[src/rtl/core/tpd_pkg.sv]
package tpd_pkg;

  // block sizing
  localparam int MAX_POINTS      = 4096;
  localparam int BASELINE_POINTS = 10;
  localparam int COUNTER_BITS    = 16;

  // fixed field widths
  localparam int SAMPLE_W   = 16;
  localparam int THR_W      = 16;
  localparam int SPB_W      = 12;
  localparam int COUNT_W    = 16;
  localparam int STATUS_W   = 2;
  localparam int WRAP_W     = 16;
  localparam int CFG_IDX_W  = 1;
  localparam int CFG_DATA_W = 16;

  // derived widths
  localparam int ADDR_W  = $clog2(MAX_POINTS);
  localparam int CNT_W   = $clog2(MAX_POINTS + 1);
  localparam int BASE_W  = $clog2(BASELINE_POINTS + 1);
  localparam int IDX_W   = (CNT_W > BASE_W) ? CNT_W : BASE_W;
  localparam int CMP_W   = SAMPLE_W + $clog2(BASELINE_POINTS) + 2;
  localparam int SPB_MAX = (2 ** SPB_W) - 1;
  localparam int POS_MAX = MAX_POINTS - 1 + SPB_MAX * COUNTER_BITS + SPB_MAX / 2;
  localparam int POS_W   = $clog2(POS_MAX + 1);
  localparam int BIT_W   = $clog2(COUNTER_BITS + 1);

  // register indexes
  localparam logic [CFG_IDX_W-1:0] CFG_THRESHOLD = 1'd0;
  localparam logic [CFG_IDX_W-1:0] CFG_SPB       = 1'd1;

  localparam logic signed [THR_W-1:0] THR_RESET = -16'sd400;
  localparam logic [SPB_W-1:0]        SPB_RESET = 12'd25;

  // decode status codes
  localparam logic [STATUS_W-1:0] STATUS_OK       = 2'd0;
  localparam logic [STATUS_W-1:0] STATUS_NO_EDGE  = 2'd1;
  localparam logic [STATUS_W-1:0] STATUS_PAST_END = 2'd2;

  typedef struct packed {
    logic signed [SAMPLE_W-1:0] sample;
    logic                       last_sample;
  } in_word_t;

  typedef struct packed {
    logic [COUNT_W-1:0]  trigger_count;
    logic [STATUS_W-1:0] decode_status;
    logic [WRAP_W-1:0]   wrap_count;
    logic                wrapped_now;
  } out_word_t;

  typedef struct packed {
    logic                store;
    logic                start;
    logic                rd_pos;
    logic                base_add;
    logic                scan_begin;
    logic                scan_next;
    logic                edge_take;
    logic                bit_take;
    logic                finish;
    logic [STATUS_W-1:0] status;
  } dp_cmd_t;

  typedef struct packed {
    logic base_done;
    logic idx_end;
    logic edge_hit;
    logic bits_done;
    logic pos_end;
    logic out_free;
  } dp_sts_t;

endpackage

[src/rtl/core/tpd_ctrl.sv]
module tpd_ctrl (
  input  logic             clk_i,
  input  logic             rst_ni,
  input  logic             in_valid_i,
  input  logic             in_last_i,
  output logic             in_ready_o,
  input  tpd_pkg::dp_sts_t sts_i,
  output tpd_pkg::dp_cmd_t cmd_o
);

  localparam logic [3:0] S_LOAD = 4'd0;
  localparam logic [3:0] S_INIT = 4'd1;
  localparam logic [3:0] S_BRD  = 4'd2;
  localparam logic [3:0] S_BACC = 4'd3;
  localparam logic [3:0] S_SRD  = 4'd4;
  localparam logic [3:0] S_SEV  = 4'd5;
  localparam logic [3:0] S_PRD  = 4'd6;
  localparam logic [3:0] S_PEV  = 4'd7;
  localparam logic [3:0] S_FIN  = 4'd8;

  logic [3:0]                   state_q, state_d;
  logic [tpd_pkg::STATUS_W-1:0] stat_q, stat_d;

  assign in_ready_o = state_q == S_LOAD;

  always_comb begin
    state_d      = state_q;
    stat_d       = stat_q;
    cmd_o        = '0;
    cmd_o.status = stat_q;
    case (state_q)
      S_LOAD: begin
        if (in_valid_i) begin
          cmd_o.store = 1'b1;
          if (in_last_i) begin
            state_d = S_INIT;
          end
        end
      end
      S_INIT: begin
        cmd_o.start = 1'b1;
        state_d     = S_BRD;
      end
      S_BRD: begin
        if (sts_i.base_done) begin
          cmd_o.scan_begin = 1'b1;
          state_d          = S_SRD;
        end else begin
          state_d = S_BACC;
        end
      end
      S_BACC: begin
        cmd_o.base_add = 1'b1;
        state_d        = S_BRD;
      end
      S_SRD: begin
        if (sts_i.idx_end) begin
          stat_d  = tpd_pkg::STATUS_NO_EDGE;
          state_d = S_FIN;
        end else begin
          state_d = S_SEV;
        end
      end
      S_SEV: begin
        if (sts_i.edge_hit) begin
          cmd_o.edge_take = 1'b1;
          state_d         = S_PRD;
        end else begin
          cmd_o.scan_next = 1'b1;
          state_d         = S_SRD;
        end
      end
      S_PRD: begin
        if (sts_i.bits_done) begin
          stat_d  = tpd_pkg::STATUS_OK;
          state_d = S_FIN;
        end else if (sts_i.pos_end) begin
          stat_d  = tpd_pkg::STATUS_PAST_END;
          state_d = S_FIN;
        end else begin
          cmd_o.rd_pos = 1'b1;
          state_d      = S_PEV;
        end
      end
      S_PEV: begin
        cmd_o.bit_take = 1'b1;
        state_d        = S_PRD;
      end
      S_FIN: begin
        if (sts_i.out_free) begin
          cmd_o.finish = 1'b1;
          state_d      = S_LOAD;
        end
      end
      default: begin
        state_d = S_LOAD;
      end
    endcase
  end

  always_ff @(posedge clk_i or negedge rst_ni) begin
    if (!rst_ni) begin
      state_q <= S_LOAD;
      stat_q  <= tpd_pkg::STATUS_OK;
    end else begin
      state_q <= state_d;
      stat_q  <= stat_d;
    end
  end

endmodule

[config.mk]
export PLATFORM = sky130hd
export DESIGN_NAME = tpd_ctrl
export DESIGN_NICKNAME = d
export VERILOG_FILES = /design/src/rtl/core/tpd_pkg.sv /design/src/rtl/core/tpd_ctrl.sv
export SDC_FILE = /design/constraint.sdc
export NUM_CORES = 1
export LEC_CHECK = 0
export BUFFER_PORTS_ARGS = -buffer_cell sky130_fd_sc_hd__buf_4
export CORE_AREA = 10 10 47 49
export CTS_CLUSTER_DIAMETER = 200
export DETAILED_ROUTE_END_ITERATION = 8
export DIE_AREA = 0 0 57 59
export GPL_ROUTABILITY_DRIVEN = 0
export HOLD_SLACK_MARGIN = 0.06
export PLACE_DENSITY = 0.56
export SLEW_MARGIN = 5
export SYNTH_ARGS = -nofsm -noshare
export SYNTH_HDL_FRONTEND = slang
export SYNTH_SLANG_ARGS = --single-unit
export TNS_END_PERCENT = 100
[constraint.sdc]
create_clock -name clk_i -period 2.5 [get_ports clk_i]
set_clock_uncertainty 0.1 [all_clocks]
set_input_delay 0.25 -clock clk_i [delete_from_list [all_inputs] [get_ports clk_i]]
set_output_delay 0.25 -clock clk_i [all_outputs]
set_load 0.005 [all_outputs]
==> results.sh, run 1 <==
export IMPL_endpoint_kind="output pin"
export IMPL_tightest_slew_ns=0.386
export IMPL_power_density_nw_per_um2=1010
export IMPL_rsz0062_at_grt="no"
export IMPL_placement_cell_area_um2=574
export IMPL_fillers=155
export IMPL_min_period_over_period_pct=74.7
export IMPL_p_total_w=0.000613
export IMPL_numCtsBuffers=3
export IMPL_clk_pin_slew_ns=0.05
export IMPL_grt_pass1_wl_um=2130
export IMPL_cp_max_fo=10
export IMPL_async_flop_share_pct=100
export IMPL_cts_repair_resized=0
export IMPL_routed_wirelength_um=1280
export IMPL_dp_cells=81
export IMPL_relSlewSlack_pct=74.0
export IMPL_dp_slack_ns=0.820
export IMPL_synth_top_cell_area_share_pct=36.3
export IMPL_row_count=14
export IMPL_final_cell_area_um2=607
export IMPL_setup_slack_ns=0.634
export IMPL_die_y_um=59
export IMPL_syn_avg_cell_area_um2=8.81
export IMPL_htreeDepth=1
export IMPL_tritoncts="built"
export IMPL_route_detailed_drc=0
export IMPL_critPathRequiredTime_ns=2.15
export IMPL_maxSlewViolCount=0
export IMPL_dp_hpwl_um=990
export IMPL_synth_cell_types=25
export IMPL_grt_usage_pct=7.82
export IMPL_overflow=0
export IMPL_drt_iter0_drc=6
export IMPL_startpoint_type="flop"
export IMPL_start_util_pct=29.6
export IMPL_finalHoldViolCount=0
export IMPL_cp_slowest_cell="dfrtp_1"
export IMPL_path_class="reg2out"
export IMPL_hp_class="in2reg"
export IMPL_io_pins=22
export IMPL_max_freq_mhz=536
export IMPL_dieArea_um2=3360
export IMPL_worst_path_buf_inv=1
export IMPL_num_antenna_cells=0
export IMPL_yosysSeqAreaShare_pct=36.3
export IMPL_drive_gt1_share_pct=43.5
export IMPL_ys_warn_count=0
export IMPL_setup_violations=0
export IMPL_vdd_drop_max_mv=0.490
export IMPL_status="finished clean"
export IMPL_grt_pass1_vias=473
export IMPL_vias=442
export IMPL_path_cells="nand2b_1 > nor4_1 > buf_4"
export IMPL_synth_area_um2=414
export IMPL_first_pass_iters=3
export IMPL_ys_flop_type="dfrtp_1"
export IMPL_cts_root_buffer="clkbuf_4"
export IMPL_clk_latency_ns=0.25
export IMPL_setup_tns_ns=0
export IMPL_synth_seq_cells=6
export IMPL_synth_edff_count=0
export IMPL_cts_setup_buffers=0
export IMPL_viasPerCell=5.20
export IMPL_multi_input_comb_area_um2=231
export IMPL_port_buffers=21
export IMPL_synth_cells=47
export IMPL_synth_area_top_cells="dfrtp_1, nor3_1, nand2b_1, inv_1, nand2b_4"
export IMPL_fin_cells=85
export IMPL_antenna_found_initial=0
export IMPL_wl_per_cell_um=15.0
export IMPL_grt_max_degree=11
export IMPL_core_area_um2=1400
export IMPL_clockBufferDepth=2
export IMPL_fin_crit_ns=1.87
export IMPL_seqCellArea_um2=150
export IMPL_synth_fp_nets=57
export IMPL_slowest_delay_ns=0.50
export IMPL_clock_sinks=6
export IMPL_synth_top_area_cell="dfrtp_1"
export IMPL_ant_nets=0
export IMPL_cap_violations=0
export IMPL_cellLeakagePower_nw=0.290
export IMPL_die_x_um=57
export IMPL_critPathArrivalTime_ns=1.52
export IMPL_fin_nets=81
export IMPL_cp_top_family="simple AND/OR/NAND/NOR gates"
export IMPL_area_growth_syn_to_layout_pct=46.5
cell families after synthesis:
logic type	count (synthesis)	share of synthesized area [%]
DFF	6	36.3
AOI/OAI and AO/OA	12	21.5
and+or+nand+nor	21	31.7
buffers and inverters	7	7.85
muxes	1	2.72
cell usage in the layout, fill, tap and decap left out, types with 2 or more instances in the layout:
| master | count |
|---|---|
| buf_4 | 21 |
| nor3_1 | 6 |
| dfrtp_1 | 6 |
| inv_1 | 4 |
| nor2_1 | 3 |
| nand2b_1 | 3 |
| clkbuf_4 | 3 |
| nand2_1 | 2 |
| nor4_1 | 2 |
| a21oi_1 | 2 |
| o21ai_0 | 2 |
timing repair:
| action | in CTS | in global routing |
|---|---|---|
| endpoints found under the hold margin | 6 | 0 |
| endpoints found under the setup margin | 0 | 0 |
| hold buffers | 1 | 0 |
worst reg2reg max path, delay by kind of cell, from the launching register on:
family,cells,cell delay [ns]
and+or+nand+nor,2,0.57
DFF,1,0.45
muxes,1,0.33
AOI/OAI and AO/OA,1,0.14
layer usage:
layer	vias to the layer above	part of all wire (%)	global-route usage (%)
met4	0	0.78	2.68
met5	-	0	0
li1	213	-	-
met3	2	9.6	5.36
met1	212	41	8.43
met2	15	48	11.9
state kept, by name (all words and copies together), names as in the netlist:
signal,count
stat_q,2
state_q,4
synth_stat cells, types with 2 or more instances:
library cell,number
inv_1,4
nand2b_1,3
buf_2,2
a21oi_1,2
o21ai_0,2
nand2_1,2
dfrtp_1,6
nor4_1,2
nor3_1,6
nor2_1,3
stage by stage:
step / utilization, % / hold slack (ns)
after floorplan: - / -0.146
after global placement: 41.0 / -0.0391
after detailed placement: 41.0 / -0.0398
after CTS: 43.3 / 0.186
after global routing: 43.3 / 0.209
final: 43.3 / 0.197
final cells by class:
type	count	area share (%)
Multi-Input combinational cell	34	38.1
Clock buffer	3	3.71
Inverter	4	2.47
Tap cell	16	3.30
Sequential cell	6	24.7
Timing Repair Buffer	22	27.6
where the power goes:
part	total (W)	leakage (nW)	internal (W)	switching (W)
combinational	0.000303	0.199	0.000167	0.000136
clock	0.0000901	0.0138	0.0000544	0.0000357
sequential	0.000220	0.0775	0.000138	0.0000822
total	0.000613	0.290	0.000360	0.000254
final timing paths:
check                      cells past startpoint                     end  slack [ns]                   start
setup / recovery                               3                cmd_o[6]        0.63  state_q[0]$_DFFE_PN0P_
hold / removal                                 3  state_q[3]$_DFFE_PN0P_        0.20                sts_i[4]
setup reg to reg                               4   stat_q[1]$_DFFE_PN0P_        0.79  state_q[3]$_DFFE_PN0P_
hold reg to reg                                1   stat_q[1]$_DFFE_PN0P_        0.41   stat_q[1]$_DFFE_PN0P_
max in group asynchronous                      2  state_q[0]$_DFFE_PN0P_        1.94                  rst_ni
min in group asynchronous                      2  state_q[2]$_DFFE_PN0P_        0.24                  rst_ni
No activity file was read; power rests on OpenSTA's default activity.
==> run 2: changes to the inputs <==
--- a/config.mk
+++ b/config.mk
@@ -12,7 +12,7 @@
 export DIE_AREA = 0 0 57 59
 export GPL_ROUTABILITY_DRIVEN = 0
 export HOLD_SLACK_MARGIN = 0.06
-export PLACE_DENSITY = 0.56
+export PLACE_DENSITY = 0.58
 export SLEW_MARGIN = 5
 export SYNTH_ARGS = -nofsm -noshare
 export SYNTH_HDL_FRONTEND = slang
==> constraint.sdc (replaced) <==
create_clock -name clk_i -period 1.7 [get_ports clk_i]
set_clock_uncertainty 0.1 [all_clocks]
set_input_delay 0.17 -clock clk_i [delete_from_list [all_inputs] [get_ports clk_i]]
set_output_delay 0.17 -clock clk_i [all_outputs]
set_load 0.005 [all_outputs]
==> results.sh, run 2 (synthesis gave the netlist of run 1 again) <==
export IMPL_status="finished clean"
export IMPL_numCtsBuffers=3
export IMPL_clk_pin_slew_ns=0.04
export IMPL_grt_pass1_vias=434
export IMPL_cpMostUsedCell="buf_4"
export IMPL_relSlewSlack_pct=80.7
export IMPL_antenna_found_initial=0
export IMPL_placement_cell_area_um2=604
export IMPL_fillers=152
export IMPL_dp_hpwl_um=956
export IMPL_route_detailed_drc=0
export IMPL_viasPerCell=4.78
export IMPL_die_x_um=57
export IMPL_cts_root_buffer="clkbuf_4"
export IMPL_rsz0062_at_grt="yes"
export IMPL_maxSlewViolCount=0
export IMPL_tightest_slew_ns=0.287
export IMPL_dieArea_um2=3360
export IMPL_core_area_um2=1400
export IMPL_critPathRequiredTime_ns=1.43
export IMPL_fin_crit_ns=1.62
export IMPL_slowest_delay_ns=0.40
export IMPL_start_util_pct=29.6
export IMPL_first_pass_iters=1
export IMPL_max_freq_mhz=617
export IMPL_final_cell_area_um2=674
export IMPL_path_cells="buf_4 > nor4_2 > and2_1 > buf_4"
export IMPL_vias=425
export IMPL_cts_setup_buffers=0
export IMPL_path_class="reg2out"
export IMPL_row_count=14
export IMPL_hp_class="in2reg"
export IMPL_cap_violations=0
export IMPL_finalHoldViolCount=0
export IMPL_grt_usage_pct=6.74
export IMPL_regMostFlops="state_q"
export IMPL_cp_slowest_cell="dfrtp_1"
export IMPL_cp_max_fo=8
export IMPL_port_buffers=21
export IMPL_clock_sinks=6
export IMPL_largest_reg_flops=4
export IMPL_reg_largest_list="state_q: 4 flops, stat_q: 2 flops"
export IMPL_clk_latency_ns=0.24
export IMPL_overflow=0
export IMPL_grt_max_degree=9
export IMPL_vdd_drop_max_mv=0.705
export IMPL_area_growth_syn_to_layout_pct=62.8
export IMPL_die_y_um=59
export IMPL_endpoint_kind="output pin"
export IMPL_mostFrequentLayoutCells="buf_4, dfrtp_1, nor3_1, inv_1"
export IMPL_wl_per_cell_um=13.7
export IMPL_cellLeakagePower_nw=0.317
export IMPL_drt_iter0_drc=0
export IMPL_tritoncts="built"
export IMPL_final_common_cell="buf_4"
export IMPL_htreeDepth=1
export IMPL_routed_wirelength_um=1220
export IMPL_num_antenna_cells=0
export IMPL_startpoint_type="flop"
export IMPL_io_pins=22
export IMPL_critPathArrivalTime_ns=1.35
export IMPL_clockBufferDepth=2
export IMPL_ant_nets=0
export IMPL_fin_nets=85
export IMPL_setup_tns_ns=0
export IMPL_power_density_nw_per_um2=1480
export IMPL_grt_pass1_wl_um=1880
export IMPL_min_period_over_period_pct=95.4
export IMPL_drive_gt1_share_pct=52.1
export IMPL_setup_violations=0
run 2: path summary, 6_finish.rpt:
check | to | cells after the start | from | slack, ns
worst min register to register | stat_q[1]$_DFFE_PN0P_ | 1 | stat_q[1]$_DFFE_PN0P_ | 0.40
worst min-delay path | state_q[3]$_DFFE_PN0P_ | 3 | sts_i[4] | 0.10
worst max-delay path | cmd_o[10] | 4 | state_q[2]$_DFFE_PN0P_ | 0.08
min in group asynchronous | state_q[2]$_DFFE_PN0P_ | 2 | rst_ni | 0.16
max in group asynchronous | stat_q[1]$_DFFE_PN0P_ | 2 | rst_ni | 1.22
worst max register to register | stat_q[1]$_DFFE_PN0P_ | 4 | state_q[3]$_DFFE_PN0P_ | 0.09
run 2: power by group:
group | total [W] | internal, W | switching, W | leakage (nW)
combinational | 0.000623 | 0.000315 | 0.000308 | 0.226
clock | 0.000124 | 0.0000794 | 0.0000449 | 0.0138
sequential | 0.000252 | 0.000204 | 0.0000486 | 0.0775
run 2: repair_timing:
| action | CTS | global route |
|---|---|---|
| gates resized for setup | 2 | 4 |
| hold buffers | 1 | 0 |
| endpoints found under the hold margin | 6 | 0 |
| endpoints found under the setup margin | 2 | 4 |
run 2: final cells by class:
type | count | area, um^2 | share of cell area, %
flip-flops and latches | 6 | 150 | 22.3
inverters | 4 | 15.0 | 2.23
well taps | 16 | 20.0 | 2.97
clock buffers | 3 | 22.5 | 3.34
repair buffers | 26 | 198 | 29.3
multi-input cells | 34 | 269 | 39.9
run 2: through the flow:
stage | utilization (%) | hold WS [ns] | setup slack, ns | power [W] | instances
floorplan | - | -0.226 | 0.0934 | 0.000582 | 47
global placement | 43.1 | -0.121 | 0.140 | 0.000825 | 85
detailed placement | 43.1 | -0.121 | 0.101 | 0.000823 | 85
CTS | 46.3 | 0.0992 | 0.00729 | 0.000978 | 89
global route | 48.1 | 0.132 | -0.0312 | 0.00109 | 89
finish | 48.1 | 0.101 | 0.0779 | 0.00100 | 89
run 2: routing by layer:
layer / vias to the layer above / GRT usage (%) / wire (um)
met5: - / 0 / 0
met4: 0 / 4.03 / 15
met3: 2 / 1.50 / 72
met2: 11 / 10.7 / 681
met1: 190 / 8.09 / 451
li1: 222 / - / -
run 2: worst max-delay path: cells and delay by family (launching register included):
| family | cells | cell delay (ns) |
|---|---|---|
| and+or+nand+nor | 2 | 0.44 |
| DFF | 1 | 0.40 |
| buffers and inverters | 2 | 0.28 |
==> run 3: changes to the inputs <==
--- a/config.mk
+++ b/config.mk
@@ -6,11 +6,11 @@
 export NUM_CORES = 1
 export LEC_CHECK = 0
 export BUFFER_PORTS_ARGS = -buffer_cell sky130_fd_sc_hd__buf_4
-export CORE_AREA = 10 10 47 49
+export CORE_AREA = 2 2 39 41
+export CTS_BUF_LIST = sky130_fd_sc_hd__clkbuf_16
 export CTS_CLUSTER_DIAMETER = 200
 export DETAILED_ROUTE_END_ITERATION = 8
-export DIE_AREA = 0 0 57 59
-export GPL_ROUTABILITY_DRIVEN = 0
+export DIE_AREA = 0 0 41 43
 export HOLD_SLACK_MARGIN = 0.06
 export PLACE_DENSITY = 0.58
 export SLEW_MARGIN = 5
==> results.sh, run 3 (synthesis gave the netlist of run 1 again) <==
export IMPL_status="finished clean"
export IMPL_setup_slack_ns=0.0623
export IMPL_cp_max_fo=4
export IMPL_ant_nets=0
export IMPL_fin_cells=92
export IMPL_relSlewSlack_pct=83.0
export IMPL_p_total_w=0.00130
export IMPL_antenna_found_initial=0
export IMPL_finalHoldViolCount=0
export IMPL_first_pass_iters=5
export IMPL_cellLeakagePower_nw=0.359
export IMPL_worst_path_buf_inv=2
export IMPL_core_area_um2=1380
export IMPL_critPathArrivalTime_ns=1.37
export IMPL_clock_sinks=6
export IMPL_place_gp_congestion=0.773
export IMPL_die_x_um=41
export IMPL_regMostFlops="state_q"
export IMPL_cp_slowest_cell="dfrtp_1"
export IMPL_port_buffers=21
export IMPL_htreeDepth=1
export IMPL_critPathRequiredTime_ns=1.43
export IMPL_row_count=14
export IMPL_min_period_over_period_pct=96.3
export IMPL_mostFrequentLayoutCells="buf_4, dfrtp_1, nor3_1, inv_1"
export IMPL_final_core_util_pct=54.5
export IMPL_die_y_um=43
export IMPL_num_antenna_cells=0
export IMPL_path_class="reg2out"
export IMPL_dieArea_um2=1760
export IMPL_numCtsBuffers=3
export IMPL_dp_cells=86
export IMPL_startpoint_type="flop"
export IMPL_grt_usage_pct=13.8
export IMPL_area_growth_syn_to_layout_pct=82.2
export IMPL_largest_reg_flops=4
export IMPL_dp_hpwl_um=810
export IMPL_fillers=144
export IMPL_slowest_delay_ns=0.39
export IMPL_clockBufferDepth=2
export IMPL_setup_tns_ns=0
export IMPL_overflow=0
export IMPL_final_common_cell="buf_4"
export IMPL_dp_slack_ns=0.117
export IMPL_route_detailed_drc=0
export IMPL_fin_crit_ns=1.64
export IMPL_start_util_pct=29.9
export IMPL_rsz0062_at_grt="no"
export IMPL_max_freq_mhz=611
export IMPL_clk_latency_ns=0.22
export IMPL_routed_wirelength_um=1010
export IMPL_power_density_nw_per_um2=1720
export IMPL_vias=441
export IMPL_drive_gt1_share_pct=53.9
export IMPL_grt_pass1_vias=419
export IMPL_tightest_slew_ns=0.253
export IMPL_cts_root_buffer="clkbuf_16"
export IMPL_grt_pass1_wl_um=1610
export IMPL_endpoint_kind="output pin"
export IMPL_drt_iter0_drc=5
export IMPL_vdd_drop_max_mv=0.959
export IMPL_cpMostUsedCell="buf_4"
export IMPL_cap_violations=0
export IMPL_grt_max_degree=9
export IMPL_maxSlewViolCount=0
export IMPL_tritoncts="built"
export IMPL_fin_nets=88
export IMPL_path_cells="buf_4 > nand2b_4 > nor4_4 > buf_4"
export IMPL_io_pins=22
export IMPL_viasPerCell=4.79
export IMPL_clk_pin_slew_ns=0.03
export IMPL_wl_per_cell_um=11.0
export IMPL_hp_class="in2reg"
export IMPL_setup_violations=0
export IMPL_cp_top_family="simple AND/OR/NAND/NOR gates"
export IMPL_reg_largest_list="state_q: 4 flops, stat_q: 2 flops"
[run 3: cell count changes in the layout (fill, tap and decap cells not counted)]
cell	change
nand2b_1	-1
nor3_1	+1
nor4_2	-1
nor4_4	+1
clkbuf_16	+3
nand2b_4	+1
clkbuf_4	-3
buf_4	+3
nor3_4	-1
[run 3: cell type report]
type,instances,area (um^2),share of cell area (%)
multi-input combinational,34,274,36.3
timing repair buffer,29,220,29.2
sequential,6,150,19.9
clock buffer,3,75.1,9.95
tap,16,20.0,2.65
inverter,4,15.0,1.99
[run 3: through the flow]
| stage | hold WS, ns | instance area [um^2] |
|---|---|---|
| floorplan | -0.226 | 414 |
| global placement | -0.122 | 612 |
| detailed placement | -0.121 | 612 |
| CTS | 0.115 | 712 |
| global route | 0.143 | 754 |
| finish | 0.116 | 754 |
[run 3: final timing paths]
check	from	depth (start not counted)	end	slack, ns
max	state_q[0]$_DFFE_PN0P_	4	cmd_o[6]	0.06
min	sts_i[4]	3	state_q[3]$_DFFE_PN0P_	0.12
max reg2reg	state_q[0]$_DFFE_PN0P_	4	stat_q[1]$_DFFE_PN0P_	0.07
min reg2reg	stat_q[1]$_DFFE_PN0P_	1	stat_q[1]$_DFFE_PN0P_	0.40
max in group asynchronous	rst_ni	2	state_q[3]$_DFFE_PN0P_	1.20
min in group asynchronous	rst_ni	2	state_q[1]$_DFFE_PN0P_	0.19
[run 3: worst register-to-register path: cells and delay by family, from the launching register on]
kind	cells	cell delay, ns
flip-flops	1	0.39
AND/OR/NAND/NOR	1	0.39
AO/OA/AOI/OAI	1	0.15
buffers and inverters	1	0.15
multiplexers	1	0.33
[run 3: power by group]
| group | switching, W | internal [W] | total [W] |
|---|---|---|---|
| logic | 0.000322 | 0.000363 | 0.000684 |
| registers | 0.0000406 | 0.000204 | 0.000245 |
| clock network | 0.0000698 | 0.000301 | 0.000371 |
[run 3: metal layers]
| layer | wire length [um] | track usage, % | up-vias |
|---|---|---|---|
| met5 | 0 | 0 | - |
| met4 | 0 | 6.00 | 0 |
| met3 | 72 | 7.85 | 0 |
| met2 | 486 | 19.7 | 15 |
| met1 | 451 | 16.3 | 196 |
| li1 | - | - | 230 |
[run 3: what timing repair did]
item,CTS,global route
gates resized for setup,2,5
buffers inserted,0,2
hold buffers,1,0
setup endpoints to repair,1,4
hold endpoints to repair,6,0
pin swaps,0,1
cloned,0,0
